### src/rtl/core/gbw_pkg.sv
// Shared types and constants for the glyph box line and word grouper.
`default_nettype none

package gbw_pkg;

  typedef logic [15:0] f16_t;

  typedef enum logic {
    REC_LINE = 1'b0,
    REC_WORD = 1'b1
  } rec_kind_t;

  // which records of a bundle are present, in emission order
  typedef struct packed {
    logic line0;
    logic word;
    logic line1;
  } rec_mask_t;

  // all records caused by one input item, already in output format
  typedef struct packed {
    rec_mask_t has;
    f16_t      l0_left;
    f16_t      l0_right;
    f16_t      l0_top;
    f16_t      l0_bottom;
    f16_t      l0_first;
    f16_t      l0_count;
    f16_t      w_left;
    f16_t      w_right;
    f16_t      ln_left;
    f16_t      ln_right;
    f16_t      ln_top;
    f16_t      ln_bottom;
    f16_t      ln_first;
    f16_t      ln_count;
  } bundle_t;

  localparam int QUEUE_DEPTH    = 4;
  localparam int QUEUE_PTR_BITS = $clog2(QUEUE_DEPTH);
  localparam int QUEUE_CNT_BITS = $clog2(QUEUE_DEPTH + 1);

endpackage

`default_nettype wire

### src/rtl/core/gbw_front.sv
// Front end: accepts glyph boxes, tracks the open line and word, builds record bundles.
`default_nettype none

module gbw_front
  import gbw_pkg::*;
#(
  parameter int COORD_BITS = 16,
  parameter int INDEX_BITS = 16
) (
  input  logic               clk,
  input  logic               rst_n,
  input  logic               in_valid,
  output logic               in_ready,
  input  logic signed [15:0] in_box_left,
  input  logic signed [15:0] in_box_right,
  input  logic signed [15:0] in_box_top,
  input  logic signed [15:0] in_box_bottom,
  input  logic               in_is_space,
  input  logic               in_first_of_page,
  input  logic               in_last_of_page,
  output logic               push_valid,
  input  logic               push_ready,
  output bundle_t            push_data
);

  localparam int CB = COORD_BITS;
  localparam int IB = INDEX_BITS;
  localparam logic [IB-1:0] IDX_MAX = {IB{1'b1}};

  typedef logic signed [CB-1:0] coord_t;
  typedef logic [IB-1:0]        index_t;

  coord_t line_left_r, line_right_r, line_top_r, line_bottom_r;
  coord_t line_left_nxt, line_right_nxt, line_top_nxt, line_bottom_nxt;
  index_t line_start_r, line_start_nxt;
  index_t char_pos_r, char_pos_nxt;
  logic   word_open_r, word_open_nxt;
  coord_t word_start_r, word_start_nxt;
  coord_t prev_right_r, prev_right_nxt;
  logic   page_open_r, page_open_nxt;

  coord_t bl, br, bt, bb;
  logic   accept, restart, overlap;
  index_t idx;
  coord_t nl_left, nl_right, nl_top, nl_bottom;
  index_t nl_start, nl_pos;
  coord_t nw_start;
  logic   emit_line0, emit_word_sp, emit_word_last;

  function automatic coord_t from16(input logic [15:0] v);
    logic [CB+15:0] x;
    x = {{CB{1'b0}}, v};
    return coord_t'(x[CB-1:0]);
  endfunction

  function automatic f16_t to16c(input coord_t c);
    logic signed [CB+15:0] x;
    x = (CB+16)'(c);
    return x[15:0];
  endfunction

  function automatic f16_t to16i(input index_t v);
    logic [IB+15:0] x;
    x = {16'b0, v};
    return x[15:0];
  endfunction

  // span plus one, saturating at the index maximum
  function automatic index_t line_count(input index_t start, input index_t pos);
    logic [IB:0] span;
    logic [IB:0] cnt;
    span = {1'b0, pos} - {1'b0, start};
    cnt  = (pos >= start) ? span + (IB+1)'(1) : (IB+1)'(1);
    return (cnt > {1'b0, IDX_MAX}) ? IDX_MAX : cnt[IB-1:0];
  endfunction

  assign in_ready = push_ready;
  assign accept   = in_valid && in_ready;

  always_comb begin
    bl = from16(in_box_left);
    br = from16(in_box_right);
    bt = from16(in_box_top);
    bb = from16(in_box_bottom);

    restart = in_first_of_page || !page_open_r;
    idx     = (char_pos_r == IDX_MAX) ? char_pos_r : char_pos_r + index_t'(1);
    overlap = (bt <= line_bottom_r) && (bb >= line_top_r);

    if (restart || !overlap) begin
      nl_left   = bl;
      nl_right  = br;
      nl_top    = bt;
      nl_bottom = bb;
    end else begin
      nl_left   = (bl < line_left_r)   ? bl : line_left_r;
      nl_right  = (br > line_right_r)  ? br : line_right_r;
      nl_top    = (bt < line_top_r)    ? bt : line_top_r;
      nl_bottom = (bb > line_bottom_r) ? bb : line_bottom_r;
    end

    if (restart) begin
      nl_start = '0;
      nl_pos   = '0;
    end else begin
      nl_start = overlap ? line_start_r : idx;
      nl_pos   = idx;
    end

    // a non-space box opens a word only when none is open
    nw_start = (restart || (!in_is_space && !word_open_r)) ? bl : word_start_r;

    emit_line0     = !restart && !overlap;
    emit_word_sp   = !restart && in_is_space && word_open_r;
    emit_word_last = in_last_of_page && !in_is_space;
  end

  always_comb begin
    push_data.has.line0 = emit_line0;
    push_data.has.word  = emit_word_sp || emit_word_last;
    push_data.has.line1 = in_last_of_page;
    push_data.l0_left   = to16c(line_left_r);
    push_data.l0_right  = to16c(line_right_r);
    push_data.l0_top    = to16c(line_top_r);
    push_data.l0_bottom = to16c(line_bottom_r);
    push_data.l0_first  = to16i(line_start_r);
    push_data.l0_count  = to16i(line_count(line_start_r, char_pos_r));
    push_data.w_left    = to16c(nw_start);
    push_data.w_right   = emit_word_sp ? to16c(prev_right_r) : to16c(br);
    push_data.ln_left   = to16c(nl_left);
    push_data.ln_right  = to16c(nl_right);
    push_data.ln_top    = to16c(nl_top);
    push_data.ln_bottom = to16c(nl_bottom);
    push_data.ln_first  = to16i(nl_start);
    push_data.ln_count  = to16i(line_count(nl_start, nl_pos));
    push_valid = accept && (emit_line0 || emit_word_sp || in_last_of_page);
  end

  always_comb begin
    line_left_nxt   = line_left_r;
    line_right_nxt  = line_right_r;
    line_top_nxt    = line_top_r;
    line_bottom_nxt = line_bottom_r;
    line_start_nxt  = line_start_r;
    char_pos_nxt    = char_pos_r;
    word_open_nxt   = word_open_r;
    word_start_nxt  = word_start_r;
    prev_right_nxt  = prev_right_r;
    page_open_nxt   = page_open_r;
    if (accept) begin
      if (in_last_of_page) begin
        line_left_nxt   = '0;
        line_right_nxt  = '0;
        line_top_nxt    = '0;
        line_bottom_nxt = '0;
        line_start_nxt  = '0;
        char_pos_nxt    = '0;
        word_open_nxt   = 1'b0;
        word_start_nxt  = '0;
        prev_right_nxt  = '0;
        page_open_nxt   = 1'b0;
      end else begin
        line_left_nxt   = nl_left;
        line_right_nxt  = nl_right;
        line_top_nxt    = nl_top;
        line_bottom_nxt = nl_bottom;
        line_start_nxt  = nl_start;
        char_pos_nxt    = nl_pos;
        word_open_nxt   = !in_is_space;
        word_start_nxt  = nw_start;
        prev_right_nxt  = br;
        page_open_nxt   = 1'b1;
      end
    end
  end

  always_ff @(posedge clk) begin
    if (!rst_n) begin
      line_left_r   <= '0;
      line_right_r  <= '0;
      line_top_r    <= '0;
      line_bottom_r <= '0;
      line_start_r  <= '0;
      char_pos_r    <= '0;
      word_open_r   <= 1'b0;
      word_start_r  <= '0;
      prev_right_r  <= '0;
      page_open_r   <= 1'b0;
    end else begin
      line_left_r   <= line_left_nxt;
      line_right_r  <= line_right_nxt;
      line_top_r    <= line_top_nxt;
      line_bottom_r <= line_bottom_nxt;
      line_start_r  <= line_start_nxt;
      char_pos_r    <= char_pos_nxt;
      word_open_r   <= word_open_nxt;
      word_start_r  <= word_start_nxt;
      prev_right_r  <= prev_right_nxt;
      page_open_r   <= page_open_nxt;
    end
  end

endmodule

`default_nettype wire

### src/rtl/core/gbw_queue.sv
// Small bundle FIFO between the front end and the record emitter.
`default_nettype none

module gbw_queue
  import gbw_pkg::*;
(
  input  logic    clk,
  input  logic    rst_n,
  input  logic    push_valid,
  output logic    push_ready,
  input  bundle_t push_data,
  output logic    head_valid,
  output bundle_t head_data,
  input  logic    pop
);

  bundle_t                   entry_r [QUEUE_DEPTH];
  logic [QUEUE_PTR_BITS-1:0] wr_ptr_r, wr_ptr_nxt;
  logic [QUEUE_PTR_BITS-1:0] rd_ptr_r, rd_ptr_nxt;
  logic [QUEUE_CNT_BITS-1:0] cnt_r, cnt_nxt;
  logic                      do_push;

  assign push_ready = (cnt_r != QUEUE_CNT_BITS'(QUEUE_DEPTH));
  assign head_valid = (cnt_r != '0);
  assign head_data  = entry_r[rd_ptr_r];
  assign do_push    = push_valid && push_ready;

  always_comb begin
    wr_ptr_nxt = do_push ? wr_ptr_r + QUEUE_PTR_BITS'(1) : wr_ptr_r;
    rd_ptr_nxt = pop ? rd_ptr_r + QUEUE_PTR_BITS'(1) : rd_ptr_r;
    cnt_nxt    = cnt_r;
    if (do_push && !pop) begin
      cnt_nxt = cnt_r + QUEUE_CNT_BITS'(1);
    end else if (!do_push && pop) begin
      cnt_nxt = cnt_r - QUEUE_CNT_BITS'(1);
    end
  end

  always_ff @(posedge clk) begin
    if (do_push) begin
      entry_r[wr_ptr_r] <= push_data;
    end
  end

  always_ff @(posedge clk) begin
    if (!rst_n) begin
      wr_ptr_r <= '0;
      rd_ptr_r <= '0;
      cnt_r    <= '0;
    end else begin
      wr_ptr_r <= wr_ptr_nxt;
      rd_ptr_r <= rd_ptr_nxt;
      cnt_r    <= cnt_nxt;
    end
  end

endmodule

`default_nettype wire

### src/rtl/core/gbw_back.sv
// Back end: sends bundle records through an output register, one per cycle unless stalled.
`default_nettype none

module gbw_back
  import gbw_pkg::*;
(
  input  logic    clk,
  input  logic    rst_n,
  input  logic    head_valid,
  input  bundle_t head_data,
  output logic    pop,
  output logic    out_valid,
  input  logic    out_ready,
  output logic    out_record_kind,
  output f16_t    out_rec_left,
  output f16_t    out_rec_right,
  output f16_t    out_rec_top,
  output f16_t    out_rec_bottom,
  output f16_t    out_first_char,
  output f16_t    out_char_count,
  output logic    out_end_of_run
);

  rec_mask_t done_r, done_nxt;
  rec_mask_t rem, sel, after;
  logic      load, last_rec;
  logic      out_valid_r, out_valid_nxt;
  rec_kind_t kind_r, kind_nxt;
  f16_t      left_r, right_r, top_r, bottom_r, first_r, count_r;
  f16_t      left_nxt, right_nxt, top_nxt, bottom_nxt, first_nxt, count_nxt;
  logic      eor_r;

  always_comb begin
    rem        = head_data.has & ~done_r;
    sel        = '0;
    if (rem.line0) begin
      sel.line0 = 1'b1;
    end else if (rem.word) begin
      sel.word = 1'b1;
    end else begin
      sel.line1 = 1'b1;
    end
    after    = rem & ~sel;
    last_rec = (after == '0);
    load     = head_valid && (!out_valid_r || out_ready);
    pop      = load && last_rec;
  end

  always_comb begin
    kind_nxt   = REC_LINE;
    left_nxt   = head_data.ln_left;
    right_nxt  = head_data.ln_right;
    top_nxt    = head_data.ln_top;
    bottom_nxt = head_data.ln_bottom;
    first_nxt  = head_data.ln_first;
    count_nxt  = head_data.ln_count;
    if (sel.line0) begin
      left_nxt   = head_data.l0_left;
      right_nxt  = head_data.l0_right;
      top_nxt    = head_data.l0_top;
      bottom_nxt = head_data.l0_bottom;
      first_nxt  = head_data.l0_first;
      count_nxt  = head_data.l0_count;
    end else if (sel.word) begin
      kind_nxt  = REC_WORD;
      left_nxt  = head_data.w_left;
      right_nxt = head_data.w_right;
      first_nxt = '0;
      count_nxt = '0;
    end
  end

  always_comb begin
    done_nxt      = done_r;
    out_valid_nxt = out_valid_r;
    if (load) begin
      out_valid_nxt = 1'b1;
      done_nxt      = last_rec ? rec_mask_t'('0) : (done_r | sel);
    end else if (out_ready) begin
      out_valid_nxt = 1'b0;
    end
  end

  always_ff @(posedge clk) begin
    if (!rst_n) begin
      done_r      <= '0;
      out_valid_r <= 1'b0;
    end else begin
      done_r      <= done_nxt;
      out_valid_r <= out_valid_nxt;
    end
  end

  always_ff @(posedge clk) begin
    if (load) begin
      kind_r   <= kind_nxt;
      left_r   <= left_nxt;
      right_r  <= right_nxt;
      top_r    <= top_nxt;
      bottom_r <= bottom_nxt;
      first_r  <= first_nxt;
      count_r  <= count_nxt;
      eor_r    <= last_rec;
    end
  end

  assign out_valid       = out_valid_r;
  assign out_record_kind = kind_r;
  assign out_rec_left    = left_r;
  assign out_rec_right   = right_r;
  assign out_rec_top     = top_r;
  assign out_rec_bottom  = bottom_r;
  assign out_first_char  = first_r;
  assign out_char_count  = count_r;
  assign out_end_of_run  = eor_r;

  // a queued bundle always has a record left to send
  a_head_has_work: assert property (@(posedge clk) disable iff (!rst_n)
    head_valid |-> (rem != '0))
    else $error("queued bundle with no records left");

  // retiring a bundle leaves its final record, flagged end of run, at the output
  a_pop_marks_end: assert property (@(posedge clk) disable iff (!rst_n)
    pop |=> (out_valid_r && eor_r))
    else $error("bundle retired without end-of-run record");

  // progress mask is clear whenever no bundle is waiting
  a_done_clear: assert property (@(posedge clk) disable iff (!rst_n)
    !head_valid |-> (done_r == '0))
    else $error("stale progress mask with empty queue");

endmodule

`default_nettype wire

### src/rtl/core/glyph_box_line_word_grouper_core.sv
// Top level of the glyph box line and word grouper: front end, bundle queue, record emitter.
//
//  channel | direction | handshake           | payload
//  in_     | input     | in_valid/in_ready   | box edges, space flag, page first/last marks
//  out_    | output    | out_valid/out_ready | one line or word record
//
// One box is accepted per cycle while the four-entry bundle queue has room.
// Each box yields zero to three records; the emitter sends one record per cycle
// unless the output is stalled by out_ready.
// The output register lets the next record load in the cycle the current one is taken.
// Synchronous active-low reset clears line/word state, queue pointers and output valid.
`default_nettype none

module glyph_box_line_word_grouper_core
  import gbw_pkg::*;
#(
  parameter int COORD_BITS = 16,
  parameter int INDEX_BITS = 16
) (
  input  logic               clk,
  input  logic               rst_n,
  input  logic               in_valid,
  output logic               in_ready,
  input  logic signed [15:0] in_box_left,
  input  logic signed [15:0] in_box_right,
  input  logic signed [15:0] in_box_top,
  input  logic signed [15:0] in_box_bottom,
  input  logic               in_is_space,
  input  logic               in_first_of_page,
  input  logic               in_last_of_page,
  output logic               out_valid,
  input  logic               out_ready,
  output logic               out_record_kind,
  output logic signed [15:0] out_rec_left,
  output logic signed [15:0] out_rec_right,
  output logic signed [15:0] out_rec_top,
  output logic signed [15:0] out_rec_bottom,
  output logic        [15:0] out_first_char,
  output logic        [15:0] out_char_count,
  output logic               out_end_of_run
);

  logic    push_valid, push_ready, head_valid, pop;
  bundle_t push_data, head_data;

  gbw_front #(
    .COORD_BITS(COORD_BITS),
    .INDEX_BITS(INDEX_BITS)
  ) u_front (
    .clk              (clk),
    .rst_n            (rst_n),
    .in_valid         (in_valid),
    .in_ready         (in_ready),
    .in_box_left      (in_box_left),
    .in_box_right     (in_box_right),
    .in_box_top       (in_box_top),
    .in_box_bottom    (in_box_bottom),
    .in_is_space      (in_is_space),
    .in_first_of_page (in_first_of_page),
    .in_last_of_page  (in_last_of_page),
    .push_valid       (push_valid),
    .push_ready       (push_ready),
    .push_data        (push_data)
  );

  gbw_queue u_queue (
    .clk        (clk),
    .rst_n      (rst_n),
    .push_valid (push_valid),
    .push_ready (push_ready),
    .push_data  (push_data),
    .head_valid (head_valid),
    .head_data  (head_data),
    .pop        (pop)
  );

  gbw_back u_back (
    .clk             (clk),
    .rst_n           (rst_n),
    .head_valid      (head_valid),
    .head_data       (head_data),
    .pop             (pop),
    .out_valid       (out_valid),
    .out_ready       (out_ready),
    .out_record_kind (out_record_kind),
    .out_rec_left    (out_rec_left),
    .out_rec_right   (out_rec_right),
    .out_rec_top     (out_rec_top),
    .out_rec_bottom  (out_rec_bottom),
    .out_first_char  (out_first_char),
    .out_char_count  (out_char_count),
    .out_end_of_run  (out_end_of_run)
  );

endmodule

`default_nettype wire

### config.mk
export PLATFORM = sky130hd
export DESIGN_NAME = glyph_box_line_word_grouper_core
export DESIGN_NICKNAME = d
export VERILOG_FILES = /design/src/rtl/core/gbw_pkg.sv /design/src/rtl/core/gbw_front.sv /design/src/rtl/core/gbw_queue.sv /design/src/rtl/core/gbw_back.sv /design/src/rtl/core/glyph_box_line_word_grouper_core.sv
export SDC_FILE = /design/constraint.sdc
export NUM_CORES = 1
export LEC_CHECK = 0
export ABC_CLOCK_PERIOD_IN_PS = 19700
export BUFFER_PORTS_ARGS = -buffer_cell sky130_fd_sc_hd__buf_4
export CORE_ASPECT_RATIO = 1.5
export CORE_MARGIN = 3
export CORE_UTILIZATION = 40
export CTS_BUF_LIST = sky130_fd_sc_hd__clkbuf_4 sky130_fd_sc_hd__clkbuf_8 sky130_fd_sc_hd__clkbuf_16
export DETAILED_ROUTE_END_ITERATION = 6
export PLACE_DENSITY_LB_ADDON = 0.25
export SLEW_MARGIN = 10
export SYNTH_ARGS = -nofsm -noshare
export SYNTH_HDL_FRONTEND = slang
export SYNTH_SLANG_ARGS = --single-unit
### constraint.sdc
create_clock -name clk -period 19.7 [get_ports clk]
set_clock_uncertainty 0.15 [all_clocks]
set_input_delay 3.94 -clock clk [delete_from_list [all_inputs] [get_ports clk]]
set_output_delay 3.94 -clock clk [all_outputs]
set_load 0.1 [all_outputs]
==> results of run 1 <==
[worst reg2reg max path, cell delays in order, from the launching register on]
cell                       delay, ns
sky130_fd_sc_hd__dfxtp_1        0.48
sky130_fd_sc_hd__inv_1          0.22
sky130_fd_sc_hd__ha_1           0.37
sky130_fd_sc_hd__nand4_1        0.11
sky130_fd_sc_hd__nor4_1         0.30
sky130_fd_sc_hd__a221oi_1       0.12
sky130_fd_sc_hd__a21oi_1        0.27
sky130_fd_sc_hd__nand4_1        0.50
sky130_fd_sc_hd__a22oi_1        0.65
sky130_fd_sc_hd__inv_1          0.09
sky130_fd_sc_hd__ha_1           0.32
sky130_fd_sc_hd__inv_1          0.05
sky130_fd_sc_hd__ha_1           0.21
sky130_fd_sc_hd__fa_1           0.43
sky130_fd_sc_hd__a211oi_1       0.24
sky130_fd_sc_hd__nor2_1         0.10
sky130_fd_sc_hd__or4_1          0.47
sky130_fd_sc_hd__a311oi_1       0.43
sky130_fd_sc_hd__o21bai_1       0.11
sky130_fd_sc_hd__a21oi_1        0.26
sky130_fd_sc_hd__mux2_2         0.37
sky130_fd_sc_hd__o41a_1         0.45
[report_power, final]
| part | internal [µW] | switching (µW) |
|---|---|---|
| Clock | 1290 | 930 |
| Combinational | 561 | 1470 |
| Sequential | 2950 | 107 |
[per-layer routing]
| metal | part of all wire (%) | track usage (%) | wire (µm) |
|---|---|---|---|
| met1 | 40 | 22.7 | 48100 |
| met2 | 53 | 34.1 | 62800 |
| met3 | 3.8 | 2.74 | 4580 |
| met4 | 3.2 | 6.90 | 3770 |
| met5 | 0.054 | 0 | 64 |
[final cells by class]
cell class | count | area, µm² | share of cell area [%]
repair buffers | 208 | 1620 | 2.92
well taps | 1580 | 1980 | 3.55
inverters | 129 | 484 | 0.869
multi-input cells | 1504 | 14700 | 26.3
clock inverters | 69 | 973 | 1.75
flip-flops and latches | 1149 | 33100 | 59.4
diodes | 2 | 5.00 | 0.00899
clock buffers | 132 | 2890 | 5.19
[stage by stage]
stage	utilization, %	power, µW	cells
final	46.2	7320	4773
after global placement	43.0	5150	4570
after global routing	46.2	7600	4772
after floorplan	-	4640	2919
after detailed placement	43.0	5180	4570
after CTS	46.2	7420	4771
[synthesized netlist by cell type, types with 3 or more instances]
cell	n
sky130_fd_sc_hd__a22o_1	91
sky130_fd_sc_hd__or4_1	3
sky130_fd_sc_hd__inv_1	129
sky130_fd_sc_hd__buf_1	18
sky130_fd_sc_hd__o21a_1	37
sky130_fd_sc_hd__edfxtp_1	1006
sky130_fd_sc_hd__o22ai_1	20
sky130_fd_sc_hd__nand3_1	25
sky130_fd_sc_hd__and2_1	25
sky130_fd_sc_hd__nor4b_1	3
sky130_fd_sc_hd__a211oi_1	7
sky130_fd_sc_hd__o211ai_1	7
sky130_fd_sc_hd__dfxtp_1	143
sky130_fd_sc_hd__o21ai_0	122
sky130_fd_sc_hd__clkbuf_1	104
sky130_fd_sc_hd__o2bb2ai_1	6
sky130_fd_sc_hd__nor2b_1	52
sky130_fd_sc_hd__a21boi_0	3
sky130_fd_sc_hd__mux2_2	85
sky130_fd_sc_hd__a21o_1	7
sky130_fd_sc_hd__nor2_1	75
sky130_fd_sc_hd__nor3b_1	3
sky130_fd_sc_hd__mux2i_1	41
sky130_fd_sc_hd__and4_1	4
sky130_fd_sc_hd__o31ai_1	5
sky130_fd_sc_hd__mux4_2	227
sky130_fd_sc_hd__a31oi_1	9
sky130_fd_sc_hd__nand4_1	19
sky130_fd_sc_hd__and3_1	26
sky130_fd_sc_hd__o21ai_1	3
sky130_fd_sc_hd__a2111o_1	3
sky130_fd_sc_hd__nand2_1	176
sky130_fd_sc_hd__ha_1	165
sky130_fd_sc_hd__a22oi_1	26
sky130_fd_sc_hd__or3_1	4
sky130_fd_sc_hd__xor2_1	10
sky130_fd_sc_hd__buf_2	14
sky130_fd_sc_hd__nand2b_1	31
sky130_fd_sc_hd__a21oi_1	79
sky130_fd_sc_hd__xnor2_1	30
sky130_fd_sc_hd__nor3_1	14
sky130_fd_sc_hd__fa_1	13
[registers in the layout (all words and copies together), names as in the netlist, 2 cells and up, named ones only]
name                   count
u_back.out_rec_left       16
u_front.line_right_r      16
u_queue.wr_ptr_r           2
u_front.line_start_r      16
u_front.word_start_r      16
u_back.out_first_char     16
u_back.out_rec_bottom     16
u_front.line_top_r        16
u_queue.entry_r          908
u_front.line_bottom_r     16
u_back.out_rec_top        16
u_front.prev_right_r      16
u_queue.rd_ptr_r           2
u_front.char_pos_r        16
u_back.out_char_count     16
u_front.line_left_r       16
u_queue.cnt_r              3
u_back.out_rec_right      16
u_back.done_r              3
[final timing paths]
path,startpoint,to
worst min-delay path,u_back.done_r[1],u_back.done_r[1]
worst min register to register,u_back.done_r[1],u_back.done_r[1]
worst max register to register,u_front.line_top_r[7],u_queue.entry_r[3][15]
worst max-delay path,in_box_bottom[0],u_queue.entry_r[3][15]
[cells by family (layout without fill, tap and decap cells)]
group,after synthesis,count (layout),share of synthesized area [%]
buffers and inverters,266,538,2.10
other,0,2,0
xor gates and xnor gates,41,41,0.753
and+or+nand+nor,472,472,4.77
AOI/OAI and AO/OA,460,460,6.39
muxes,353,353,13.3
DFF,1149,1149,67.9
adders and majority gates,178,178,4.77
==> results.txt, run 1 <==
----------------------------------------------------
[Run status]
  Run status ... completed

[GRT]
  Largest net degree at the start of global routing ... 150
  Global-route usage over all layers ... 18.8%
  First-pass GRT wire length ... 178000 µm
  Number of global-route vias before repair ... 28000
  Remaining global-route overflow ... 0
  Number of antenna violations at the first check in global routing ... 10

[Place]
  Count of port buffers added during placement ... 170
  Dpl ws ... about 9.3 ns
  Final weighted congestion in routability-driven placement ... around 0.83
  Half-perimeter wire length of the detailed placement result ... 73100 µm
  Cell area after placement ... 51800 µm²

[Worst setup path]
  Count of buffer and inverter cells on the critical path ... 5
  CP Data Arrival Time ... 9.98 ns
  Path depth of the worst reg2reg path ... 21
  Worst path slowest cell ... sky130_fd_sc_hd__a22oi_1
  Setup slack on the worst flop-to-flop path ... 12.73 ns
  CP Class ... input port to flop
  Category of cells accounting for the largest share of critical-path delay ... compound AO/OA/AOI/OAI gates
  Cell breakdown of the critical path ... buf_4, inv_1, ha_1, nand2b_1, a2111o_1, a221oi_1, a21oi_1, and3_1, buf_4, a22oi_1, inv_1, ha_1, inv_1, ha_1, fa_1, a211oi_1, nor2_1, or4_1, a311oi_1, o21bai_1, a21oi_1, mux2_2, o41a_1
  Critical Path Source Type ... input port
  Delay of the slowest cell on the worst path ... roughly 0.53 ns
  Data required time at the worst endpoint ... approximately 20 ns
  Critical path endpoint category ... flop
  Critical Path Stages ... 23
  Maximum fanout along the worst path ... 37

[Worst hold path]
  Number of cells traversed by the worst hold path ... 2
  Min-Delay Path Class ... flop to flop

[CTS]
  Post-cts resize count ... 0
  Worst-path clk slew ... around 0.070 ns
  Clock sink count ... 1149
  Clock root buffer ... sky130_fd_sc_hd__clkbuf_16
  Clock tree from TritonCTS ... done
  Number of buffers inserted by post-CTS setup repair ... 0
  Hold-fix buffers, CTS ... 0
  Later-pin clock latency in the skew report ... 0.73 ns
  Maximum root-to-sink buffer count ... 3
  TritonCTS buffer count ... 106
  H-tree lvl count ... 3

[Pwr]
  Power density relative to cell area ... 131 nW/µm²
  Max IR drop VDD ... ~0.00013 V
  Leakage Power ... 0.0188 µW

[Synthesis]
  Leading area contributor after synthesis ... sky130_fd_sc_hd__edfxtp_1
  Syn. warnings ... 0
  Portion of synthesized cell area occupied by the leading cell type ... 62.0%
  Async SR Flop Fraction ... 0%
  Sequential element share of the synthesized area ... about two thirds
  Synthesized area per cell ... 16.7 µm²
  Synth area leaders ... sky130_fd_sc_hd__edfxtp_1, sky130_fd_sc_hd__mux4_2, sky130_fd_sc_hd__dfxtp_1, sky130_fd_sc_hd__ha_1, sky130_fd_sc_hd__mux2_2
  Count of flip-flops with a built-in enable after synthesis ... about 1000
  Cell area after synthesis ... about 50000 µm²
  Net count after synthesis ... 3168
  Top flip-flop cell by instance count after synthesis ... sky130_fd_sc_hd__edfxtp_1
  Library cells used by synthesis ... 78
  Gate Count Post-Synth ... around 2900
  Flop and latch count out of synthesis ... 1149

[Drt]
  Total wire length after detailed routing ... 119000 µm
  DRC violation count after routing ... 0
  Routed vias ... between 20000 and 30000
  Drt wl/cell ... 25.0 µm
  Via-to-Cell Ratio ... 5.52
  First-iteration detailed-routing DRC count ... 1824
  1st-pass router iterations ... 6
  ANT nets after route ... 0

[Timing]
  Fin crit period ... 9.67 ns
  Max transition margin ... 22.6%
  Count of final setup violators ... 0
  Unrepaired setup endpoints after global routing ... no
  Hold Slack ... 0.341 ns
  Smallest setup slack after layout ... 10.03 ns
  Setup TNS after final layout ... 0 ns
  Final hold vios ... 0
  Post-route fraction of the period consumed by the critical path ... between 40% and 50%
  Peak clock frequency supported by timing ... 103 MHz
  Worst-Margin Slew ... 1.16 ns
  Number of pins exceeding their max-slew limit in the final report ... 0

[Floorplanning]
  Core area ... 121000 µm²
  Horizontal die dimension ... 291 µm
  Die height ... 433 µm
  Total die area ... ~130000 µm²
  Cell row count ... 156
  Count of boundary I/O pins ... 171
  Starting utilization of the core area ... 40.4%

[Cells and area]
  Ratio of cells with drive above 1 in the final layout ... 23.3%
  Most frequent standard cell in the layout excluding fill and tap cells ... sky130_fd_sc_hd__edfxtp_1
  Nets ... approximately 3300
  Layout overhead on the synthesized area ... 14.4%
  Post-route design area ... between 50000 and 60000 µm²
  # fillers ... 10300
  Most frequent cells in the layout ... sky130_fd_sc_hd__edfxtp_1, sky130_fd_sc_hd__mux4_2, sky130_fd_sc_hd__buf_4

[Flow run]
  Max_cap viols ... 0

----------------------------------------------------
Note: power is estimated with default switching activity, not from simulation.
==> run 2, diff against run 1 <==
--- a/config.mk
+++ b/config.mk
@@ -5,7 +5,7 @@
 export SDC_FILE = /design/constraint.sdc
 export NUM_CORES = 1
 export LEC_CHECK = 0
-export ABC_CLOCK_PERIOD_IN_PS = 19700
+export ABC_CLOCK_PERIOD_IN_PS = 7900
 export BUFFER_PORTS_ARGS = -buffer_cell sky130_fd_sc_hd__buf_4
 export CORE_ASPECT_RATIO = 1.5
 export CORE_MARGIN = 3
==> constraint.sdc (replaced) <==
create_clock -name clk -period 7.9 [get_ports clk]
set_clock_uncertainty 0.15 [all_clocks]
set_input_delay 1.58 -clock clk [delete_from_list [all_inputs] [get_ports clk]]
set_output_delay 1.58 -clock clk [all_outputs]
set_load 0.1 [all_outputs]
==> run 2 against run 1 <==
  * Die area unchanged
  * The flow now finishes with violations (design-rule violations)
  * Flip-flop and latch count is the same
  * Clock-buffer cell count unchanged
  * Design area is essentially flat
  * Critical path depth is 1 lower
  * Critical endpoint is now u_queue.entry_r[1][15]
  * Power grew 150%
  * Combinational power rose to 2.5 times the previous value
==> results.txt, run 2 (same netlist as run 1, synthesis figures left out) <==
----------------------------------------------------
[CTS]
  Clock root buffer ... sky130_fd_sc_hd__clkbuf_16
  H-tree lvl count ... 3 (unchanged)
  Maximum root-to-sink buffer count ... 3 (unchanged)
  Clock sink count ... 1149 (unchanged)
  Clock tree from TritonCTS ... done
  Worst-path clk slew ... 0.07 ns (about the same)
  Post-cts resize count ... 0 (unchanged)
  Hold-fix buffers, CTS ... 0 (unchanged)
  TritonCTS buffer count ... 107 (+0.94%)
  Number of buffers inserted by post-CTS setup repair ... 0 (unchanged)
  Later-pin clock latency in the skew report ... 0.70 ns (-0.03 ns)

[Floorplanning]
  Cell row count ... 156 (unchanged)
  Horizontal die dimension ... 291 µm (unchanged)
  Total die area ... 126000 µm² (unchanged)
  Count of boundary I/O pins ... 171 (unchanged)
  Core area ... 121000 µm² (unchanged)
  Starting utilization of the core area ... 40.4% (unchanged)
  Die height ... 433 µm (unchanged)

[Worst hold path]
  Hold path startpoint ... u_back.done_r[1]
  Number of cells traversed by the worst hold path ... 2 (unchanged)
  Hold worst-path end ... u_back.done_r[1]
  Min-Delay Path Class ... flop to flop

[Worst setup path]
  Worst path slowest cell ... sky130_fd_sc_hd__a311oi_1
  Most frequent cell on the critical path ... sky130_fd_sc_hd__ha_1
  CP Data Arrival Time ... 7.31 ns (-2.67 ns)
  Critical path endpoint category ... flop
  Path depth of the worst reg2reg path ... 20 (-4.8%)
  Cell breakdown of the critical path ... buf_4, inv_1, ha_1, nand2b_1, a2111o_1, a221oi_1, a21oi_1, and3_1, buf_4, mux2i_1, nand2b_1, ha_1, ha_1, fa_1, a211oi_1, nor2_1, or4_1, a311oi_1, o21bai_1, a21oi_1, mux2_2, o41a_1
  Launch instance of the worst register-to-register path ... u_front.line_top_r[0]
  Data required time at the worst endpoint ... 8.18 ns (-11.83 ns)
  Category of cells accounting for the largest share of critical-path delay ... compound AO/OA/AOI/OAI gates
  Critical Path Source Type ... input port
  Setup slack on the worst flop-to-flop path ... 1.28 ns (-11.45 ns)
  Count of buffer and inverter cells on the critical path ... 3 (-2)
  CP Class ... input port to flop
  Endpoint of the lowest-slack register-to-register path ... u_queue.entry_r[1][15]
  Maximum fanout along the worst path ... 8 (-78%)
  Delay of the slowest cell on the worst path ... 0.48 ns (-0.05 ns)

[Flow run]
  Max_cap viols ... 0 (unchanged)

[Cells and area]
  Top register by number of flip-flops ... u_queue.entry_r
  Ratio of cells with drive above 1 in the final layout ... 23.1% (-0.12 points)
  Most frequent cells in the layout ... sky130_fd_sc_hd__edfxtp_1, sky130_fd_sc_hd__mux4_2, sky130_fd_sc_hd__buf_4
  Post-route design area ... 55700 µm² (about the same)
  Core Util, Final ... 46.1% (about the same)
  Flip-flop count of the largest register, all copies and words added ... 908 (unchanged)
  Most frequent standard cell in the layout excluding fill and tap cells ... sky130_fd_sc_hd__edfxtp_1
  Nets ... 3361 (+0.42%)
  Layout overhead on the synthesized area ... 14.3% (about the same)

[Run status]
  Run status ... complete, but fails checks
  Violations in the final reports ... design-rule violations

[Pwr]
  Power density relative to cell area ... 325 nW/µm² (+150%)
  Leakage Power ... 0.0188 µW (+0.10%)
  Max IR drop VDD ... 0.000285 V (+110%)

[Drt]
  ANT nets after route ... 0 (unchanged)
  Drt wl/cell ... 25.1 µm (+0.20%)
  DRC violation count after routing ... 1 (+1)
  1st-pass router iterations ... 7 (+1)
  Via-to-Cell Ratio ... 5.53 (+0.31%)
  Routed vias ... 26500 (+0.58%)
  Total wire length after detailed routing ... 120000 µm (+0.48%)
  First-iteration detailed-routing DRC count ... 1836 (+0.66%)

[Timing]
  Setup TNS after final layout ... 0 ns (unchanged)
  Unrepaired setup endpoints after global routing ... no
  Fin crit period ... 7.03 ns
  Final hold vios ... 0 (unchanged)
  Max transition margin ... 17.0% (-5.6 points)
  Peak clock frequency supported by timing ... 142 MHz
  Worst-Margin Slew ... 1.24 ns (+0.0782 ns)
  Number of pins exceeding their max-slew limit in the final report ... 0 (unchanged)
  Post-route fraction of the period consumed by the critical path ... 89.0%
  Count of final setup violators ... 0 (unchanged)

[Place]
  Cell area after placement ... 52000 µm² (+0.30%)
  Count of port buffers added during placement ... 170 (unchanged)
  Final weighted congestion in routability-driven placement ... 0.879 (+5.9%)
  Half-perimeter wire length of the detailed placement result ... 73900 µm (+1.0%)

[GRT]
  Remaining global-route overflow ... 0 (unchanged)
  First-pass GRT wire length ... 179000 µm (+0.68%)
  Number of global-route vias before repair ... 28200 (+0.55%)
  Number of antenna violations at the first check in global routing ... 5 (-5)
  Largest net degree at the start of global routing ... 157 (+4.7%)
  Global-route usage over all layers ... 18.9% (+0.15 points)

----------------------------------------------------
## run 2: cell types whose count changed in the layout (fill, tap and decap cells not counted), moves of 2 or more
cell	delta
sky130_fd_sc_hd__buf_4	+8
sky130_fd_sc_hd__bufinv_16	-4
sky130_fd_sc_hd__buf_12	+5
sky130_fd_sc_hd__clkinv_1	+11
sky130_fd_sc_hd__clkinv_4	-2
sky130_fd_sc_hd__clkinv_16	-4
sky130_fd_sc_hd__clkbuf_4	-3
sky130_fd_sc_hd__clkbuf_16	+4
sky130_fd_sc_hd__clkinvlp_4	-6
sky130_fd_sc_hd__clkinv_2	+4
## run 2: worst reg2reg max path: cells and delay by family, from the launching register on
| kind | cells | cell delay [ns] |
|---|---|---|
| buffers and inverters | 1 | 0.23 |
| multiplexers | 2 | 0.49 |
| flip-flops | 1 | 0.60 |
| AO/OA/AOI/OAI | 8 | 2.49 |
| AND/OR/NAND/NOR | 5 | 1.23 |
| adder cells (fa/ha/maj) | 4 | 1.16 |
## run 2: cell type report
class / instances / area [µm²]
antenna: 3 / 7.51
clock buffer: 132 / 2960
clock inverter: 68 / 721
fill: 10300 / 65000
inverter: 129 / 484
multi-input combinational: 1504 / 14700
sequential: 1149 / 33100
tap: 1580 / 1980
timing repair buffer: 221 / 1780
## run 2: power by group
part	switching (µW)	internal, µW	leakage (µW)	total (µW)
Combinational	3710	1410	0.00649	5120
Clock	2240	3120	0.00181	5360
Sequential	231	7370	0.0105	7600
## run 2: worst max-delay path by stage
stage / from / end / slack [ns] / cells past startpoint
5_1_grt: in_box_bottom[0] / u_queue.entry_r[3][15] / 0.57 / 22
2_1_floorplan: in_box_bottom[0] / u_queue.entry_r[0][15] / 0.65 / 23
6_report: in_box_bottom[0] / u_queue.entry_r[1][15] / 0.87 / 22
4_1_cts: in_box_bottom[0] / u_queue.entry_r[1][15] / 0.98 / 22
3_3_place_gp: in_box_bottom[0] / u_queue.entry_r[0][15] / 0.29 / 22
3_5_place_dp: in_box_bottom[0] / u_queue.entry_r[2][15] / 0.24 / 22
## run 2: stage by stage
| step | setup WS (ns) | std cells | hold WS, ns | power (µW) |
|---|---|---|---|---|
| floorplan | 0.647 | 2919 | 0.278 | 11500 |
| global placement | 0.292 | 4583 | 0.298 | 12900 |
| detailed placement | 0.241 | 4583 | 0.311 | 12900 |
| CTS | 0.978 | 4783 | 0.325 | 18300 |
| global route | 0.572 | 4786 | 0.345 | 18800 |
| finish | 0.871 | 4786 | 0.331 | 18100 |
## run 2: per-layer routing
metal / global-route usage (%) / part of all wire, % / wire (µm) / up-vias
met5: 0 / 0.023 / 27 / -
met4: 6.69 / 3.1 / 3720 / 4
met3: 2.66 / 4.3 / 5120 / 198
met2: 34.8 / 53 / 63700 / 626
met1: 22.7 / 39 / 47400 / 13800
li1: - / - / - / 11900
